### src/rgbhsv_pkg.sv
`timescale 1ns / 1ps

package rgbhsv_pkg;

    // Defaults for the top level parameters.
    localparam int DEF_COMPONENT_BITS    = 8;
    localparam int DEF_HUE_FRACTION_BITS = 6;

    // Whole degrees of a full circle need nine bits (360 < 512).
    localparam int HUE_DEG_BITS = 9;

    // Sixty degrees fit in six bits of whole degrees (60 < 64).
    localparam int SIXTY_DEG_BITS = 6;

    localparam int SIXTY_DEG   = 60;
    localparam int FULL_CIRCLE = 360;

    // Which component holds the maximum; red is tested first, then green.
    typedef enum logic [1:0] {
        SECT_RED   = 2'd0,
        SECT_GREEN = 2'd1,
        SECT_BLUE  = 2'd2
    } sector_t;

endpackage

### src/rgb_to_hsv_converter.sv
`timescale 1ns / 1ps

// RGB to HSV converter, fully pipelined; a new pixel can enter in every cycle.
//
// A pixel is transferred in at a rising edge where start is high and busy is
// low. The pipeline never stalls, so busy is always low and a new pixel may
// be started in every cycle. Each pixel gives exactly one result: hue,
// saturation, value and achromatic are valid for exactly one cycle, marked by
// done, and are transferred at the edge that ends that cycle. The receiver
// cannot hold results off, so no back pressure reaches the pipeline.
//
// The pipeline stages, in order: one stage finds maximum, minimum and
// sector, one forms the two dividends, one stage per quotient bit runs the
// two restoring dividers side by side, and one stage forms the hue and
// registers the outputs.
//
// Reset clears all valid bits, so no result is presented after reset until
// a new pixel has gone through. Results keep the order of the pixels.
module rgb_to_hsv_converter #(
    parameter int COMPONENT_BITS    = rgbhsv_pkg::DEF_COMPONENT_BITS,
    parameter int HUE_FRACTION_BITS = rgbhsv_pkg::DEF_HUE_FRACTION_BITS
) (
    input  logic                                               clk,
    input  logic                                               rst_n,
    input  logic                                               start,
    output logic                                               busy,
    input  logic [COMPONENT_BITS-1:0]                          red,
    input  logic [COMPONENT_BITS-1:0]                          green,
    input  logic [COMPONENT_BITS-1:0]                          blue,
    output logic                                               done,
    output logic [rgbhsv_pkg::HUE_DEG_BITS+HUE_FRACTION_BITS-1:0] hue,
    output logic [COMPONENT_BITS-1:0]                          saturation,
    output logic [COMPONENT_BITS-1:0]                          value,
    output logic                                               achromatic
);

    import rgbhsv_pkg::*;

    localparam int CB   = COMPONENT_BITS;
    localparam int HW   = HUE_DEG_BITS + HUE_FRACTION_BITS;
    // Width of the hue quotient: it never exceeds sixty degrees.
    localparam int QHW  = SIXTY_DEG_BITS + HUE_FRACTION_BITS;
    // Both dividers run the same number of steps so their results line up.
    localparam int NSTG = (CB > QHW) ? CB : QHW;
    // Dividend and partial remainder width.
    localparam int NW   = CB + NSTG;
    localparam int LAT  = NSTG + 3;

    localparam int SIXTY_UNITS = SIXTY_DEG << HUE_FRACTION_BITS;

    localparam logic [NW-1:0] SIXTY_NW   = NW'(SIXTY_UNITS);
    localparam logic [HW-1:0] HUE_120    = HW'(2 * SIXTY_UNITS);
    localparam logic [HW-1:0] HUE_240    = HW'(4 * SIXTY_UNITS);
    localparam logic [HW-1:0] HUE_FULL   = HW'(FULL_CIRCLE << HUE_FRACTION_BITS);

    // ------------------------------------------------------------------
    // Stage 1: maximum, minimum, spread, sector and signed difference.
    // ------------------------------------------------------------------
    logic [CB-1:0] rg_max;
    logic [CB-1:0] rg_min;
    logic [CB-1:0] max_next;
    logic [CB-1:0] min_next;
    sector_t       sector_next;
    logic [CB-1:0] opa;
    logic [CB-1:0] opb;
    logic          neg_next;
    logic [CB-1:0] diff_next;

    always_comb
    begin
        rg_max   = (red >= green) ? red : green;
        rg_min   = (red <= green) ? red : green;
        max_next = (blue > rg_max) ? blue : rg_max;
        min_next = (blue < rg_min) ? blue : rg_min;

        // The sector decides which pair of components forms the difference.
        if (red >= max_next)
        begin
            sector_next = SECT_RED;
            opa         = green;
            opb         = blue;
        end
        else if (green >= max_next)
        begin
            sector_next = SECT_GREEN;
            opa         = blue;
            opb         = red;
        end
        else
        begin
            sector_next = SECT_BLUE;
            opa         = red;
            opb         = green;
        end

        neg_next  = (opa < opb);
        diff_next = neg_next ? (opb - opa) : (opa - opb);
    end

    logic          s1_valid_reg;
    logic [CB-1:0] s1_max_reg;
    logic [CB-1:0] s1_spread_reg;
    logic [CB-1:0] s1_diff_reg;
    logic          s1_neg_reg;
    sector_t       s1_sector_reg;

    always_ff @(posedge clk or negedge rst_n)
    begin
        if (!rst_n)
        begin
            s1_valid_reg <= 1'b0;
        end
        else
        begin
            s1_valid_reg <= start && !busy;
        end
    end

    always_ff @(posedge clk)
    begin
        s1_max_reg    <= max_next;
        s1_spread_reg <= max_next - min_next;
        s1_diff_reg   <= diff_next;
        s1_neg_reg    <= neg_next;
        s1_sector_reg <= sector_next;
    end

    // ------------------------------------------------------------------
    // Divider pipeline. Index 0 holds the dividends; each later index has
    // resolved one more quotient bit, most significant first.
    // Saturation: (2^CB - 1) * spread / max.
    // Hue:        sixty degrees * difference / spread.
    // ------------------------------------------------------------------
    logic            dv_valid_reg  [0:NSTG];
    logic [NW-1:0]   sat_rem_reg   [0:NSTG];
    logic [NW-1:0]   hue_rem_reg   [0:NSTG];
    logic [NSTG-1:0] sat_q_reg     [0:NSTG];
    logic [NSTG-1:0] hue_q_reg     [0:NSTG];
    logic [CB-1:0]   max_reg       [0:NSTG];
    logic [CB-1:0]   spread_reg    [0:NSTG];
    logic            neg_reg       [0:NSTG];
    sector_t         sector_reg    [0:NSTG];

    always_ff @(posedge clk or negedge rst_n)
    begin
        if (!rst_n)
        begin
            dv_valid_reg[0] <= 1'b0;
        end
        else
        begin
            dv_valid_reg[0] <= s1_valid_reg;
        end
    end

    always_ff @(posedge clk)
    begin
        // Multiplying by 2^CB - 1 is a shift and a subtract.
        sat_rem_reg[0] <= (NW'(s1_spread_reg) << CB) - NW'(s1_spread_reg);
        hue_rem_reg[0] <= NW'(s1_diff_reg) * SIXTY_NW;
        sat_q_reg[0]   <= '0;
        hue_q_reg[0]   <= '0;
        max_reg[0]     <= s1_max_reg;
        spread_reg[0]  <= s1_spread_reg;
        neg_reg[0]     <= s1_neg_reg;
        sector_reg[0]  <= s1_sector_reg;
    end

    for (genvar k = 0; k < NSTG; k++)
    begin : g_div
        localparam int QBIT = NSTG - 1 - k;

        logic [NW-1:0]   sat_trial;
        logic [NW-1:0]   hue_trial;
        logic            sat_take;
        logic            hue_take;
        logic [NW-1:0]   sat_rem_next;
        logic [NW-1:0]   hue_rem_next;
        logic [NSTG-1:0] sat_q_next;
        logic [NSTG-1:0] hue_q_next;

        always_comb
        begin
            sat_trial    = NW'(max_reg[k]) << QBIT;
            hue_trial    = NW'(spread_reg[k]) << QBIT;
            sat_take     = (sat_rem_reg[k] >= sat_trial);
            hue_take     = (hue_rem_reg[k] >= hue_trial);
            sat_rem_next = sat_take ? (sat_rem_reg[k] - sat_trial) : sat_rem_reg[k];
            hue_rem_next = hue_take ? (hue_rem_reg[k] - hue_trial) : hue_rem_reg[k];
            sat_q_next   = sat_q_reg[k] | (NSTG'(sat_take) << QBIT);
            hue_q_next   = hue_q_reg[k] | (NSTG'(hue_take) << QBIT);
        end

        always_ff @(posedge clk or negedge rst_n)
        begin
            if (!rst_n)
            begin
                dv_valid_reg[k+1] <= 1'b0;
            end
            else
            begin
                dv_valid_reg[k+1] <= dv_valid_reg[k];
            end
        end

        always_ff @(posedge clk)
        begin
            sat_rem_reg[k+1] <= sat_rem_next;
            hue_rem_reg[k+1] <= hue_rem_next;
            sat_q_reg[k+1]   <= sat_q_next;
            hue_q_reg[k+1]   <= hue_q_next;
            max_reg[k+1]     <= max_reg[k];
            spread_reg[k+1]  <= spread_reg[k];
            neg_reg[k+1]     <= neg_reg[k];
            sector_reg[k+1]  <= sector_reg[k];
        end
    end

    // ------------------------------------------------------------------
    // Output stage: sector offset, sign of the difference and wrap-around.
    // ------------------------------------------------------------------
    logic [HW-1:0] hue_q;
    logic [HW-1:0] hue_next;
    logic          achrom_next;

    always_comb
    begin
        hue_q       = HW'(hue_q_reg[NSTG][QHW-1:0]);
        achrom_next = (spread_reg[NSTG] == '0);

        case (sector_reg[NSTG])
            SECT_RED:
            begin
                // A negative hue wraps by a full circle; minus zero stays zero.
                if (neg_reg[NSTG] && (hue_q != '0))
                begin
                    hue_next = HUE_FULL - hue_q;
                end
                else if (neg_reg[NSTG])
                begin
                    hue_next = '0;
                end
                else
                begin
                    hue_next = hue_q;
                end
            end
            SECT_GREEN:
            begin
                hue_next = neg_reg[NSTG] ? (HUE_120 - hue_q) : (HUE_120 + hue_q);
            end
            SECT_BLUE:
            begin
                hue_next = neg_reg[NSTG] ? (HUE_240 - hue_q) : (HUE_240 + hue_q);
            end
            default:
            begin
                hue_next = '0;
            end
        endcase

        if (achrom_next)
        begin
            hue_next = '0;
        end
    end

    logic          done_reg;
    logic [HW-1:0] hue_reg;
    logic [CB-1:0] sat_reg;
    logic [CB-1:0] value_reg;
    logic          achrom_reg;

    always_ff @(posedge clk or negedge rst_n)
    begin
        if (!rst_n)
        begin
            done_reg <= 1'b0;
        end
        else
        begin
            done_reg <= dv_valid_reg[NSTG];
        end
    end

    always_ff @(posedge clk)
    begin
        hue_reg    <= hue_next;
        sat_reg    <= achrom_next ? '0 : sat_q_reg[NSTG][CB-1:0];
        value_reg  <= max_reg[NSTG];
        achrom_reg <= achrom_next;
    end

    assign busy       = 1'b0;
    assign done       = done_reg;
    assign hue        = hue_reg;
    assign saturation = sat_reg;
    assign value      = value_reg;
    assign achromatic = achrom_reg;

    // ------------------------------------------------------------------
    // Assertions
    // ------------------------------------------------------------------

    // Every result comes from a pixel that was started earlier.
    a_done_latency: assert property (@(posedge clk) disable iff (!rst_n)
        done |-> $past(start, LAT))
        else $error("result without a matching start");

    // A gray pixel reports zero hue and zero saturation.
    a_achrom_zero: assert property (@(posedge clk) disable iff (!rst_n)
        (done && achromatic) |-> ((hue == '0) && (saturation == '0)))
        else $error("achromatic result with nonzero hue or saturation");

    // A colored pixel has a nonzero maximum and at least the smallest saturation.
    a_chroma_nonzero: assert property (@(posedge clk) disable iff (!rst_n)
        (done && !achromatic) |-> ((saturation != '0) && (value != '0)))
        else $error("colored result with zero saturation or value");

    // Hue stays below a full circle.
    a_hue_range: assert property (@(posedge clk) disable iff (!rst_n)
        done |-> (hue < HUE_FULL))
        else $error("hue outside a full circle");

    // The saturation divider leaves a remainder below its divisor.
    a_sat_rem: assert property (@(posedge clk) disable iff (!rst_n)
        (dv_valid_reg[NSTG] && (spread_reg[NSTG] != '0))
            |-> (sat_rem_reg[NSTG] < NW'(max_reg[NSTG])))
        else $error("saturation divider did not converge");

endmodule
### config.mk
export PLATFORM = sky130hd
export DESIGN_NAME = rgb_to_hsv_converter
export DESIGN_NICKNAME = d
export VERILOG_FILES = /design/src/rgbhsv_pkg.sv /design/src/rgb_to_hsv_converter.sv
export SDC_FILE = /design/constraint.sdc
export NUM_CORES = 1
export LEC_CHECK = 0
export BUFFER_PORTS_ARGS = -buffer_cell sky130_fd_sc_hd__buf_2
export CORE_ASPECT_RATIO = 1.5
export CORE_MARGIN = 1
export CORE_UTILIZATION = 40
export CTS_CLUSTER_SIZE = 25
export DETAILED_ROUTE_END_ITERATION = 12
export PLACE_DENSITY = 0.54
export SLEW_MARGIN = 40
export SYNTH_ARGS = -nofsm -noshare
export SYNTH_HDL_FRONTEND = slang
export SYNTH_SLANG_ARGS = --single-unit
export TNS_END_PERCENT = 50
### constraint.sdc
create_clock -name clk -period 8.2 [get_ports clk]
set_input_delay 1.64 -clock clk [delete_from_list [all_inputs] [get_ports clk]]
set_output_delay 1.64 -clock clk [all_outputs]
set_load 0.01 [all_outputs]
==> results_tabular.tex, run 1 <==
\begin{tabular}{lr}
\hline
Metric & Value \\
\hline
\multicolumn{2}{l}{\textbf{Outcome}} \\
\quad Result of the run & completed \\
\multicolumn{2}{l}{\textbf{Detailed routing}} \\
\quad Length of the first detailed-routing pass in iterations & 6 \\
\quad DRC Markers & 0 \\
\quad Number of nets still failing antenna checks after routing & 0 \\
\quad 1st-iter DRT viols & 607 \\
\quad Routed vias & 22400 \\
\quad Routed via count divided by cell count & 4.73 \\
\quad Routed wire length & 64700 um \\
\quad WL per Instance & 13.6 um \\
\multicolumn{2}{l}{\textbf{Min path}} \\
\quad End point of the most critical hold path & hue\_q\_reg[1][51] \\
\quad Hold crit path type & reg -> reg \\
\quad Hold Crit Start & hue\_q\_reg[1][39] \\
\quad Hold path depth & 0 \\
\multicolumn{2}{l}{\textbf{Setup path}} \\
\quad Maximum fanout along the worst path & 11 \\
\quad Cell type with the highest occurrence count on the critical path & sky130\_fd\_sc\_hd\_\_buf\_4 \\
\quad Start of the worst register-to-register path & spread\_reg[1][17] \\
\quad Worst reg2reg path endpoint & hue\_rem\_reg[2][79] \\
\quad Endpoint arrival time on the critical path & 8430 ps \\
\quad Critical path buffers and inverters & 11 \\
\quad Internal reg-to-reg setup slack & 4480 ps \\
\quad Cell type of the slowest stage on the worst timing path & sky130\_fd\_sc\_hd\_\_ha\_2 \\
\quad Type of destination of the critical path & register \\
\quad Setup CP Type & in -> reg \\
\quad Largest delay share family, worst path & compound AO/OA/AOI/OAI gates \\
\quad Kind of launch point of the worst setup path & primary input \\
\quad Peak per-stage delay on the critical path & 290 ps \\
\quad Worst reg2reg path depth & 15 \\
\quad Critical path data required time & 8740 ps \\
\multicolumn{2}{l}{\textbf{Logic synthesis}} \\
\quad Fraction of synthesis flops using an asynchronous set or reset pin & 1.80\% \\
\quad Netlist area before placement & 0.0333 mm2 \\
\quad Number of synthesized flops with an enable pin & 0 \\
\quad Sequential fraction of the synthesis area & 50.3\% \\
\quad Number of instances in the synthesized netlist & 3341 \\
\quad Unique masters post-synth & 90 \\
\quad Avg Cell Area, Syn & 9.96 um2 \\
\quad Number of storage elements in the synthesis netlist & 832 \\
\quad Number of warning messages in the yosys log & 0 \\
\quad Top flip-flop cell by instance count after synthesis & sky130\_fd\_sc\_hd\_\_dfxtp\_1 \\
\multicolumn{2}{l}{\textbf{CTS}} \\
\quad Post-cts hold buffer count & 0 \\
\quad Total CTS buffers & 79 \\
\quad Clock-pin slew reported for the worst setup and hold paths after clock tree synthesis & 60 ps \\
\quad Clock latency at the later pin of the worst-skew pair & 610 ps \\
\quad TritonCTS sink count & 832 \\
\quad CTS tree & done \\
\quad CTS root buffer & sky130\_fd\_sc\_hd\_\_clkbuf\_16 \\
\quad CTS Buffer Depth & 3 \\
\quad Number of H-tree levels & 3 \\
\multicolumn{2}{l}{\textbf{STA}} \\
\quad Setup violations, final & 0 \\
\quad Setup repair after global routing missed its margin & yes \\
\quad Fmax & 0.127 GHz \\
\quad Hold violation count in the final report & 0 \\
\quad Worst Skew & 18.5 ps \\
\quad Final critical path time including I/O delays and setup & 7890 ps \\
\quad Relative slew slack & 35.9\% \\
\quad Final count of pins violating max slew & 0 \\
\quad Share of the cycle needed by the critical path after routing & 96.2\% \\
\quad Worst Tran Pin Value & 953 ps \\
\multicolumn{2}{l}{\textbf{Pwr}} \\
\quad Areal power density over the cells & 509 mW/mm2 \\
\quad Leakage power of the design & 17.8 nW \\
\quad Worst vdd ir & 0.216 mV \\
\multicolumn{2}{l}{\textbf{Place}} \\
\quad Global placement routability congestion & 0.850 \\
\quad Port Buffers & 59 \\
\quad DP Cell Count & 4585 \\
\quad DPL Wire Length & 51400 um \\
\multicolumn{2}{l}{\textbf{Floorplanning}} \\
\quad I/O pin count & 61 \\
\quad Initial core utilization & 40.3\% \\
\quad Count of standard-cell rows & 129 \\
\quad Chip height & 355 um \\
\quad Die width & 238 um \\
\quad Core Region & 0.0825 mm2 \\
\quad Area enclosed by the die boundary & 0.0844 mm2 \\
\multicolumn{2}{l}{\textbf{Global routing}} \\
\quad Grt ovf & 0 \\
\quad Met3 layer usage reported by global route & 2.50\% \\
\quad Busiest layer in global routing & met2 \\
\quad Initial antenna violation count & 0 \\
\quad Total GRT Usage & 15.6\% \\
\quad Largest net degree at the start of global routing & 27 \\
\quad Global-route wire length before repair & 106000 um \\
\quad Via count of the first global-routing pass & 23200 \\
\quad Global-route track usage on met2 & 33.9\% \\
\quad Met1 global-route usage & 12.4\% \\
\multicolumn{2}{l}{\textbf{Final layout}} \\
\quad Storage element area & 0.0167 mm2 \\
\quad Commonest non-fill, non-tap cell in the layout & sky130\_fd\_sc\_hd\_\_dfxtp\_1 \\
\quad Proportion of layout cells with a drive suffix above 1 & 11.4\% \\
\quad Net count reported at finish & 3908 \\
\quad Area delta synth->final & 16.7\% \\
\quad Non-filler cells in the finished layout & 4744 \\
\quad Final cell utilization of the core & 47.1\% \\
\quad Flip-flop count of the largest register after layout & 229 \\
\quad Count of filler cells inserted in the layout & 7833 \\
\quad Highest-count cells in the layout ignoring fill and taps & sky130\_fd\_sc\_hd\_\_dfxtp\_1 (817), sky130\_fd\_sc\_hd\_\_inv\_1 (329), sky130\_fd\_sc\_hd\_\_ha\_1 (266), sky130\_fd\_sc\_hd\_\_nor2\_1 (248) \\
\quad Multi-input combinational cell area & 0.0154 mm2 \\
\quad Total inserted antenna cells & 0 \\
\multicolumn{2}{l}{\textbf{Run}} \\
\quad Max capacitance violation total & 0 \\
\hline
\end{tabular}
==> per-layer routing <==
metal / share of wire [%] / vias up / wire length (um)
li1: - / 11700 / -
met1: 32 / 10200 / 21000
met2: 59 / 312 / 38400
met3: 2.9 / 179 / 1900
met4: 5.2 / 0 / 3390
met5: 0 / - / 0
==> worst register-to-register path: cells and delay by family (launching register included) <==
kind                       cells  cell delay (ps)
AOI/OAI and AO/OA              6             1340
xor gates and xnor gates       1              140
adders and majority gates      1              290
buffers and inverters          2              260
DFF                            1              370
and+or+nand+nor                5             1200
==> worst max path at each step <==
stage                     startpoint        endpoint  slack (ps)  depth (start not counted)
final                         red[0]  s1_diff_reg[5]         310                         41
after global routing          red[0]  s1_diff_reg[5]         -90                         44
after CTS                   green[1]  s1_diff_reg[6]          30                         41
after detailed placement    green[1]  s1_diff_reg[6]        -640                         41
after global placement      green[1]  s1_diff_reg[6]        -540                         41
after floorplan             green[1]  s1_diff_reg[6]        -130                         40
==> cell usage after synthesis, types with 8 or more instances <==
cell type                    n  share of area [%]
sky130_fd_sc_hd__dfrtp_1    15                1.1
sky130_fd_sc_hd__inv_1     334                3.8
sky130_fd_sc_hd__a211oi_1   12               0.27
sky130_fd_sc_hd__o211ai_1   10               0.23
sky130_fd_sc_hd__o21ai_0   174                2.6
sky130_fd_sc_hd__nor2b_1    53                1.0
sky130_fd_sc_hd__o31ai_1    31               0.70
sky130_fd_sc_hd__nand2b_1   70                1.3
sky130_fd_sc_hd__a21oi_1   219                3.3
sky130_fd_sc_hd__nand2_1   208                2.3
sky130_fd_sc_hd__nand4b_1    8               0.21
sky130_fd_sc_hd__nand3_1    34               0.51
sky130_fd_sc_hd__or3_1      21               0.39
sky130_fd_sc_hd__xnor2_1   154                4.1
sky130_fd_sc_hd__mux2i_1    25               0.75
sky130_fd_sc_hd__nand4_1    33               0.62
sky130_fd_sc_hd__and2_1     30               0.56
sky130_fd_sc_hd__clkbuf_1   44               0.50
sky130_fd_sc_hd__a21o_1    112                2.5
sky130_fd_sc_hd__o21bai_1   11               0.25
sky130_fd_sc_hd__xor2_1     93                2.4
sky130_fd_sc_hd__nor3b_1     8               0.18
sky130_fd_sc_hd__nor3_1     58               0.87
sky130_fd_sc_hd__a21boi_0   19               0.43
sky130_fd_sc_hd__ha_1      275                 10
sky130_fd_sc_hd__nor4_1     45               0.85
sky130_fd_sc_hd__or4_1      12               0.27
sky130_fd_sc_hd__dfxtp_1   817                 49
sky130_fd_sc_hd__nor2_1    252                2.8
sky130_fd_sc_hd__fa_1       37                2.2
==> cell families after synthesis <==
family / Yosys count / synth area share, %
flops: 832 / 50.3
other cells: 1 / 0.0113
buf+inv: 385 / 4.39
simple gates: 869 / 12.9
fa+ha+maj: 313 / 12.6
xor+xnor: 247 / 6.50
compound gates: 661 / 12.3
mux: 33 / 1.03
==> metrics by stage <==
step	hold slack, ps	TNS (ps)	instance area (um2)	power (mW)	setup slack [ps]
5_1_grt	328	-294	38800	21.6	-91.4
2_1_floorplan	310	-214	33400	13.9	-130
3_3_place_gp	310	-2560	35800	16.1	-545
4_1_cts	318	0	38500	20.0	25.0
6_report	319	0	38800	19.8	309
3_5_place_dp	312	-3080	35800	16.2	-637
==> area by class of cell <==
class / count / share of cell area (%)
Clock buffer: 114 / 5.98
Clock inverter: 29 / 0.870
Inverter: 336 / 3.31
Multi-Input combinational cell: 2125 / 39.7
Sequential cell: 832 / 43.1
Tap cell: 1113 / 3.59
Timing Repair Buffer: 195 / 3.48
==> power by group <==
part	internal, mW	switching (mW)
Combinational	4.35	4.63
Clock	2.17	1.49
Sequential	6.03	1.10
Total	12.5	7.22
==> what timing repair did <==
item / 4_1_cts / 5_1_grt
setup buffers: 0 / 16
setup endpoints to repair: 0 / 7
gates resized for setup: 0 / 49
(Power assumes the default switching activity.)
==> run 2, diff against run 1 <==
--- a/config.mk
+++ b/config.mk
@@ -8,10 +8,11 @@
 export BUFFER_PORTS_ARGS = -buffer_cell sky130_fd_sc_hd__buf_2
 export CORE_ASPECT_RATIO = 1.5
 export CORE_MARGIN = 1
-export CORE_UTILIZATION = 40
+export CORE_UTILIZATION = 60
+export CTS_BUF_LIST = sky130_fd_sc_hd__clkbuf_16
 export CTS_CLUSTER_SIZE = 25
 export DETAILED_ROUTE_END_ITERATION = 12
-export PLACE_DENSITY = 0.54
+export PLACE_DENSITY = 0.76
 export SLEW_MARGIN = 40
 export SYNTH_ARGS = -nofsm -noshare
 export SYNTH_HDL_FRONTEND = slang
==> results_tabular.tex, run 2 (synthesized netlist as in run 1, its figures left out) <==
\begin{tabular}{lr}
\hline
Metric & Value \\
\hline
\multicolumn{2}{l}{\textbf{CTS}} \\
\quad Number of H-tree levels & 3 \\
\quad CTS tree & done \\
\quad Clock-pin slew reported for the worst setup and hold paths after clock tree synthesis & 70 ps \\
\quad CTS Buffer Depth & 3 \\
\quad TritonCTS sink count & 832 \\
\quad Clock latency at the later pin of the worst-skew pair & 620 ps \\
\quad Post-cts hold buffer count & 0 \\
\quad Total CTS buffers & 72 \\
\quad CTS root buffer & sky130\_fd\_sc\_hd\_\_clkbuf\_16 \\
\multicolumn{2}{l}{\textbf{Detailed routing}} \\
\quad Routed vias & 23400 \\
\quad Length of the first detailed-routing pass in iterations & 5 \\
\quad Number of nets still failing antenna checks after routing & 0 \\
\quad Routed via count divided by cell count & 5.42 \\
\quad DRC Markers & 0 \\
\quad 1st-iter DRT viols & 619 \\
\quad Routed wire length & 66800 um \\
\quad WL per Instance & 15.5 um \\
\multicolumn{2}{l}{\textbf{Setup path}} \\
\quad Kind of launch point of the worst setup path & primary input \\
\quad Critical path buffers and inverters & 5 \\
\quad Largest delay share family, worst path & compound AO/OA/AOI/OAI gates \\
\quad Endpoint arrival time on the critical path & 8650 ps \\
\quad Critical path data required time & 8700 ps \\
\quad Internal reg-to-reg setup slack & 4490 ps \\
\quad Cell type of the slowest stage on the worst timing path & sky130\_fd\_sc\_hd\_\_fa\_2 \\
\quad Setup CP Type & in -> reg \\
\quad Peak per-stage delay on the critical path & 380 ps \\
\quad Type of destination of the critical path & register \\
\quad Cell type with the highest occurrence count on the critical path & sky130\_fd\_sc\_hd\_\_a21oi\_2 \\
\quad Worst reg2reg path depth & 14 \\
\quad Maximum fanout along the worst path & 7 \\
\quad Depth of the critical timing path with buffers and inverters included & 43 \\
\multicolumn{2}{l}{\textbf{Floorplanning}} \\
\quad I/O pin count & 61 \\
\quad Count of standard-cell rows & 105 \\
\quad Initial core utilization & 60.7\% \\
\quad Die width & 194 um \\
\quad Core Region & 0.0548 mm2 \\
\quad Area enclosed by the die boundary & 0.0564 mm2 \\
\quad Chip height & 290 um \\
\multicolumn{2}{l}{\textbf{STA}} \\
\quad Final critical path time including I/O delays and setup & 8160 ps \\
\quad Hold violation count in the final report & 0 \\
\quad Setup violations, final & 0 \\
\quad Final count of pins violating max slew & 0 \\
\quad Fmax & 0.123 GHz \\
\quad Setup repair after global routing missed its margin & yes \\
\quad Relative slew slack & 48.2\% \\
\quad Share of the cycle needed by the critical path after routing & 99.5\% \\
\quad Worst Skew & 20.1 ps \\
\quad Worst Tran Pin Value & 774 ps \\
\multicolumn{2}{l}{\textbf{Final layout}} \\
\quad Commonest non-fill, non-tap cell in the layout & sky130\_fd\_sc\_hd\_\_dfxtp\_1 \\
\quad Highest-count cells in the layout ignoring fill and taps & sky130\_fd\_sc\_hd\_\_dfxtp\_1 (817), sky130\_fd\_sc\_hd\_\_inv\_1 (336), sky130\_fd\_sc\_hd\_\_ha\_1 (267), sky130\_fd\_sc\_hd\_\_nor2\_1 (249), sky130\_fd\_sc\_hd\_\_a21oi\_1 (207) \\
\quad Flip-flop count of the largest register after layout & 229 \\
\quad Proportion of layout cells with a drive suffix above 1 & 11.1\% \\
\quad Layout Cell Area excl Fill & 0.0381 mm2 \\
\quad Area delta synth->final & 14.5\% \\
\quad Total inserted antenna cells & 0 \\
\quad Count of filler cells inserted in the layout & 4022 \\
\quad Net count reported at finish & 3897 \\
\multicolumn{2}{l}{\textbf{Run}} \\
\quad Max capacitance violation total & 0 \\
\multicolumn{2}{l}{\textbf{Place}} \\
\quad Instance area at placement & 0.0353 mm2 \\
\quad Global placement routability congestion & 0.930 \\
\quad Port Buffers & 59 \\
\quad DPL Wire Length & 51500 um \\
\multicolumn{2}{l}{\textbf{Global routing}} \\
\quad Initial antenna violation count & 0 \\
\quad Via count of the first global-routing pass & 24700 \\
\quad Total GRT Usage & 23.7\% \\
\quad Grt ovf & 0 \\
\quad Largest net degree at the start of global routing & 27 \\
\quad Global-route wire length before repair & 109000 um \\
\multicolumn{2}{l}{\textbf{Min path}} \\
\quad Hold crit path type & reg -> reg \\
\quad Hold path depth & 0 \\
\multicolumn{2}{l}{\textbf{Outcome}} \\
\quad Result of the run & completed \\
\hline
\end{tabular}
## run 2: cell count changes in the layout (fill, tap and decap cells not counted), sizes merged
cell and change:
clkinvlp +3, buf -5, bufinv +4, inv +11, clkbuf -39, clkinv +8
## run 2: repair_timing
item	in CTS	in global routing
setup buffers	4	18
gates resized for setup	2	53
endpoints found under the setup margin	2	7
pin swaps	3	44
## run 2: cell type report
cell class | count | area [um2] | share of cell area (%)
clock buffer | 74 | 1850 | 4.86
timing repair buffer | 191 | 1340 | 3.51
inverter | 336 | 1280 | 3.37
clock inverter | 55 | 582 | 1.53
tap | 695 | 870 | 2.28
multi-input combinational | 2125 | 15500 | 40.5
sequential | 832 | 16700 | 43.9
## run 2: path summary, 6_finish.rpt
kind | endpoint | start
min reg2reg | sector_reg[0][12] | sector_reg[0][10]
max reg2reg | hue_rem_reg[2][37] | spread_reg[1][1]
min | sector_reg[0][12] | sector_reg[0][10]
min in group asynchronous | dv_valid_reg[3] | rst_n
max | s1_diff_reg[5] | green[1]
max in group asynchronous | dv_valid_reg[4] | rst_n
## run 2: layer usage
metal,GRT usage (%),share of wire [%]
met5,0,0
met4,14.0,6.1
met3,3.01,2.5
met2,52.0,59
met1,18.6,32
## run 2: worst reg2reg max path, stage by stage (launching register included)
cell	delay [ps]
sky130_fd_sc_hd__dfxtp_1	370
sky130_fd_sc_hd__inv_1	70
sky130_fd_sc_hd__ha_1	290
sky130_fd_sc_hd__nor2b_1	120
sky130_fd_sc_hd__o21ai_0	140
sky130_fd_sc_hd__a21boi_0	290
sky130_fd_sc_hd__o21ai_0	160
sky130_fd_sc_hd__a21boi_0	250
sky130_fd_sc_hd__o21ai_0	160
sky130_fd_sc_hd__a21boi_0	460
sky130_fd_sc_hd__nor2b_2	240
sky130_fd_sc_hd__a21o_1	230
sky130_fd_sc_hd__nor3_1	470
sky130_fd_sc_hd__nand3b_1	170
sky130_fd_sc_hd__xnor2_1	160
## run 2: stage by stage
stage / worst slack [ps] / util, % / hold slack [ps] / setup TNS [ps] / instances
5_1_grt: -251 / 69.6 / 331 / -863 / 4308
6_report: 40.8 / 69.6 / 322 / 0 / 4308
2_1_floorplan: -130 / - / 310 / -214 / 3342
3_3_place_gp: -475 / 64.3 / 310 / -2060 / 4154
3_5_place_dp: -729 / 64.3 / 312 / -3480 / 4155
4_1_cts: 41.3 / 68.9 / 325 / 0 / 4288
Power of run 2 is left out: the tool's default activity adds up to more than one toggle a clock period on the data nets, which glitch-free logic cannot reach.
==> run 3, diff against run 2 <==
--- a/config.mk
+++ b/config.mk
@@ -6,13 +6,15 @@
 export NUM_CORES = 1
 export LEC_CHECK = 0
 export BUFFER_PORTS_ARGS = -buffer_cell sky130_fd_sc_hd__buf_2
+export CELL_PAD_IN_SITES_DETAIL_PLACEMENT = 1
+export CELL_PAD_IN_SITES_GLOBAL_PLACEMENT = 1
 export CORE_ASPECT_RATIO = 1.5
 export CORE_MARGIN = 1
-export CORE_UTILIZATION = 60
+export CORE_UTILIZATION = 53
 export CTS_BUF_LIST = sky130_fd_sc_hd__clkbuf_16
 export CTS_CLUSTER_SIZE = 25
 export DETAILED_ROUTE_END_ITERATION = 12
-export PLACE_DENSITY = 0.76
+export PLACE_DENSITY = 0.83
 export SLEW_MARGIN = 40
 export SYNTH_ARGS = -nofsm -noshare
 export SYNTH_HDL_FRONTEND = slang
==> results_tabular.tex, run 3 (synthesized netlist as in run 1, its figures left out) <==
\begin{tabular}{lr}
\hline
Metric & Value \\
\hline
\multicolumn{2}{l}{\textbf{Floorplanning}} \\
\quad Core Region & 0.0621 mm2 \\
\quad Die width & 207 um \\
\quad Initial core utilization & 53.6\% \\
\quad I/O pin count & 61 \\
\quad Area enclosed by the die boundary & 0.0638 mm2 \\
\quad Count of standard-cell rows & 112 \\
\quad Chip height & 309 um \\
\multicolumn{2}{l}{\textbf{Global routing}} \\
\quad Initial antenna violation count & 0 \\
\quad Global-route wire length before repair & 138000 um \\
\quad Via count of the first global-routing pass & 27900 \\
\quad Largest net degree at the start of global routing & 27 \\
\quad Total GRT Usage & 27.6\% \\
\quad Grt ovf & 0 \\
\multicolumn{2}{l}{\textbf{STA}} \\
\quad Hold violation count in the final report & 0 \\
\quad Final count of pins violating max slew & 0 \\
\quad Worst Tran Pin Value & 772 ps \\
\quad Relative slew slack & 48.1\% \\
\quad Setup repair after global routing missed its margin & yes \\
\quad Final critical path time including I/O delays and setup & 8120 ps \\
\quad Share of the cycle needed by the critical path after routing & 99.1\% \\
\quad Worst Skew & 27.7 ps \\
\quad Setup violations, final & 0 \\
\quad Fmax & 0.123 GHz \\
\multicolumn{2}{l}{\textbf{Final layout}} \\
\quad Highest-count cells in the layout ignoring fill and taps & sky130\_fd\_sc\_hd\_\_dfxtp\_1 (817), sky130\_fd\_sc\_hd\_\_inv\_1 (346), sky130\_fd\_sc\_hd\_\_ha\_1 (265), sky130\_fd\_sc\_hd\_\_nor2\_1 (247), sky130\_fd\_sc\_hd\_\_nand2\_1 (207) \\
\quad Count of filler cells inserted in the layout & 6710 \\
\quad Flip-flop count of the largest register after layout & 229 \\
\quad Proportion of layout cells with a drive suffix above 1 & 11.5\% \\
\quad Storage element area & 0.0167 mm2 \\
\quad Multi-input combinational cell area & 0.0155 mm2 \\
\quad Net count reported at finish & 3906 \\
\quad Commonest non-fill, non-tap cell in the layout & sky130\_fd\_sc\_hd\_\_dfxtp\_1 \\
\quad Area delta synth->final & 15.6\% \\
\quad Total inserted antenna cells & 0 \\
\quad Non-filler cells in the finished layout & 4423 \\
\multicolumn{2}{l}{\textbf{Outcome}} \\
\quad Result of the run & finished with violations \\
\quad Violated checks & DRC \\
\multicolumn{2}{l}{\textbf{Setup path}} \\
\quad Cell type of the slowest stage on the worst timing path & sky130\_fd\_sc\_hd\_\_fa\_2 \\
\quad Setup CP Type & in -> reg \\
\quad Critical path data required time & 8750 ps \\
\quad Peak per-stage delay on the critical path & 380 ps \\
\quad Endpoint arrival time on the critical path & 8670 ps \\
\quad Type of destination of the critical path & register \\
\quad Cell type with the highest occurrence count on the critical path & sky130\_fd\_sc\_hd\_\_a21oi\_2 \\
\quad Maximum fanout along the worst path & 7 \\
\quad Kind of launch point of the worst setup path & primary input \\
\multicolumn{2}{l}{\textbf{Place}} \\
\quad DPL Wire Length & 62800 um \\
\quad Port Buffers & 59 \\
\quad Global placement routability congestion & 0.902 \\
\quad DP Cell Count & 4265 \\
\multicolumn{2}{l}{\textbf{Detailed routing}} \\
\quad Length of the first detailed-routing pass in iterations & 11 \\
\quad Routed vias & 24500 \\
\quad WL per Instance & 19.9 um \\
\quad Number of nets still failing antenna checks after routing & 0 \\
\quad Routed via count divided by cell count & 5.54 \\
\quad DRC Markers & 9 \\
\quad 1st-iter DRT viols & 871 \\
\quad Routed wire length & 87900 um \\
\multicolumn{2}{l}{\textbf{CTS}} \\
\quad TritonCTS sink count & 832 \\
\quad CTS tree & done \\
\quad Number of H-tree levels & 3 \\
\quad Total CTS buffers & 76 \\
\quad CTS Buffer Depth & 3 \\
\quad CTS root buffer & sky130\_fd\_sc\_hd\_\_clkbuf\_16 \\
\quad Clock latency at the later pin of the worst-skew pair & 640 ps \\
\quad Clock-pin slew reported for the worst setup and hold paths after clock tree synthesis & 60 ps \\
\multicolumn{2}{l}{\textbf{Run}} \\
\quad Max capacitance violation total & 0 \\
\multicolumn{2}{l}{\textbf{Min path}} \\
\quad Hold crit path type & reg -> reg \\
\hline
\end{tabular}
## run 3: layout make-up
| type | count | area share, % |
|---|---|---|
| repair buffers | 196 | 3.62 |
| clock buffers | 77 | 5.01 |
| clock inverters | 59 | 1.59 |
| flip-flops and latches | 832 | 43.5 |
| well taps | 798 | 2.60 |
| multi-input cells | 2125 | 40.4 |
| inverters | 336 | 3.33 |
## run 3: critical path, delay by kind of cell
family / cells / cell delay, ps
buffers and inverters: 7 / 790
xor gates and xnor gates: 1 / 150
and+or+nand+nor: 7 / 770
AOI/OAI and AO/OA: 22 / 3750
muxes: 2 / 450
adders and majority gates: 4 / 1110
## run 3: timing repair
action / CTS / global route
hold buffers: 0 / 0
setup endpoints to repair: 3 / 7
setup buffers: 3 / 16
resized for setup: 3 / 65
pin swaps: 4 / 34
## run 3: layer usage
layer,track usage (%),vias up,routed length [um]
met4,20.0,0,6580
met2,58.5,525,51900
met5,0,-,0
li1,-,11700,-
met3,3.73,335,2430
met1,21.5,12000,27000
## run 3: worst paths after layout
| path | start | slack [ps] | to | depth (start not counted) |
|---|---|---|---|---|
| worst min-delay path | hue_q_reg[0][92] | 320 | hue_q_reg[1][8] | 0 |
| worst max-delay path | green[1] | 80 | s1_diff_reg[5] | 43 |
| worst max register to register | spread_reg[0][33] | 4280 | hue_rem_reg[1][39] | 14 |
| max in group asynchronous | rst_n | 7060 | dv_valid_reg[2] | 1 |
| min in group asynchronous | rst_n | 900 | dv_valid_reg[9] | 1 |
| worst min register to register | hue_q_reg[0][92] | 320 | hue_q_reg[1][8] | 0 |
## run 3: metrics by stage
stage	utilization [%]	setup WS [ps]	setup TNS [ps]	area [um2]	hold slack [ps]
final	62.0	76.5	0	38500	322
after floorplan	-	-130	-214	33400	310
after CTS	61.2	5.62	0	38000	325
after global placement	57.0	-445	-1680	35400	311
after global routing	62.0	-321	-1420	38500	327
after detailed placement	57.0	-837	-4490	35400	313
Power of run 3 is left out for the same reason.
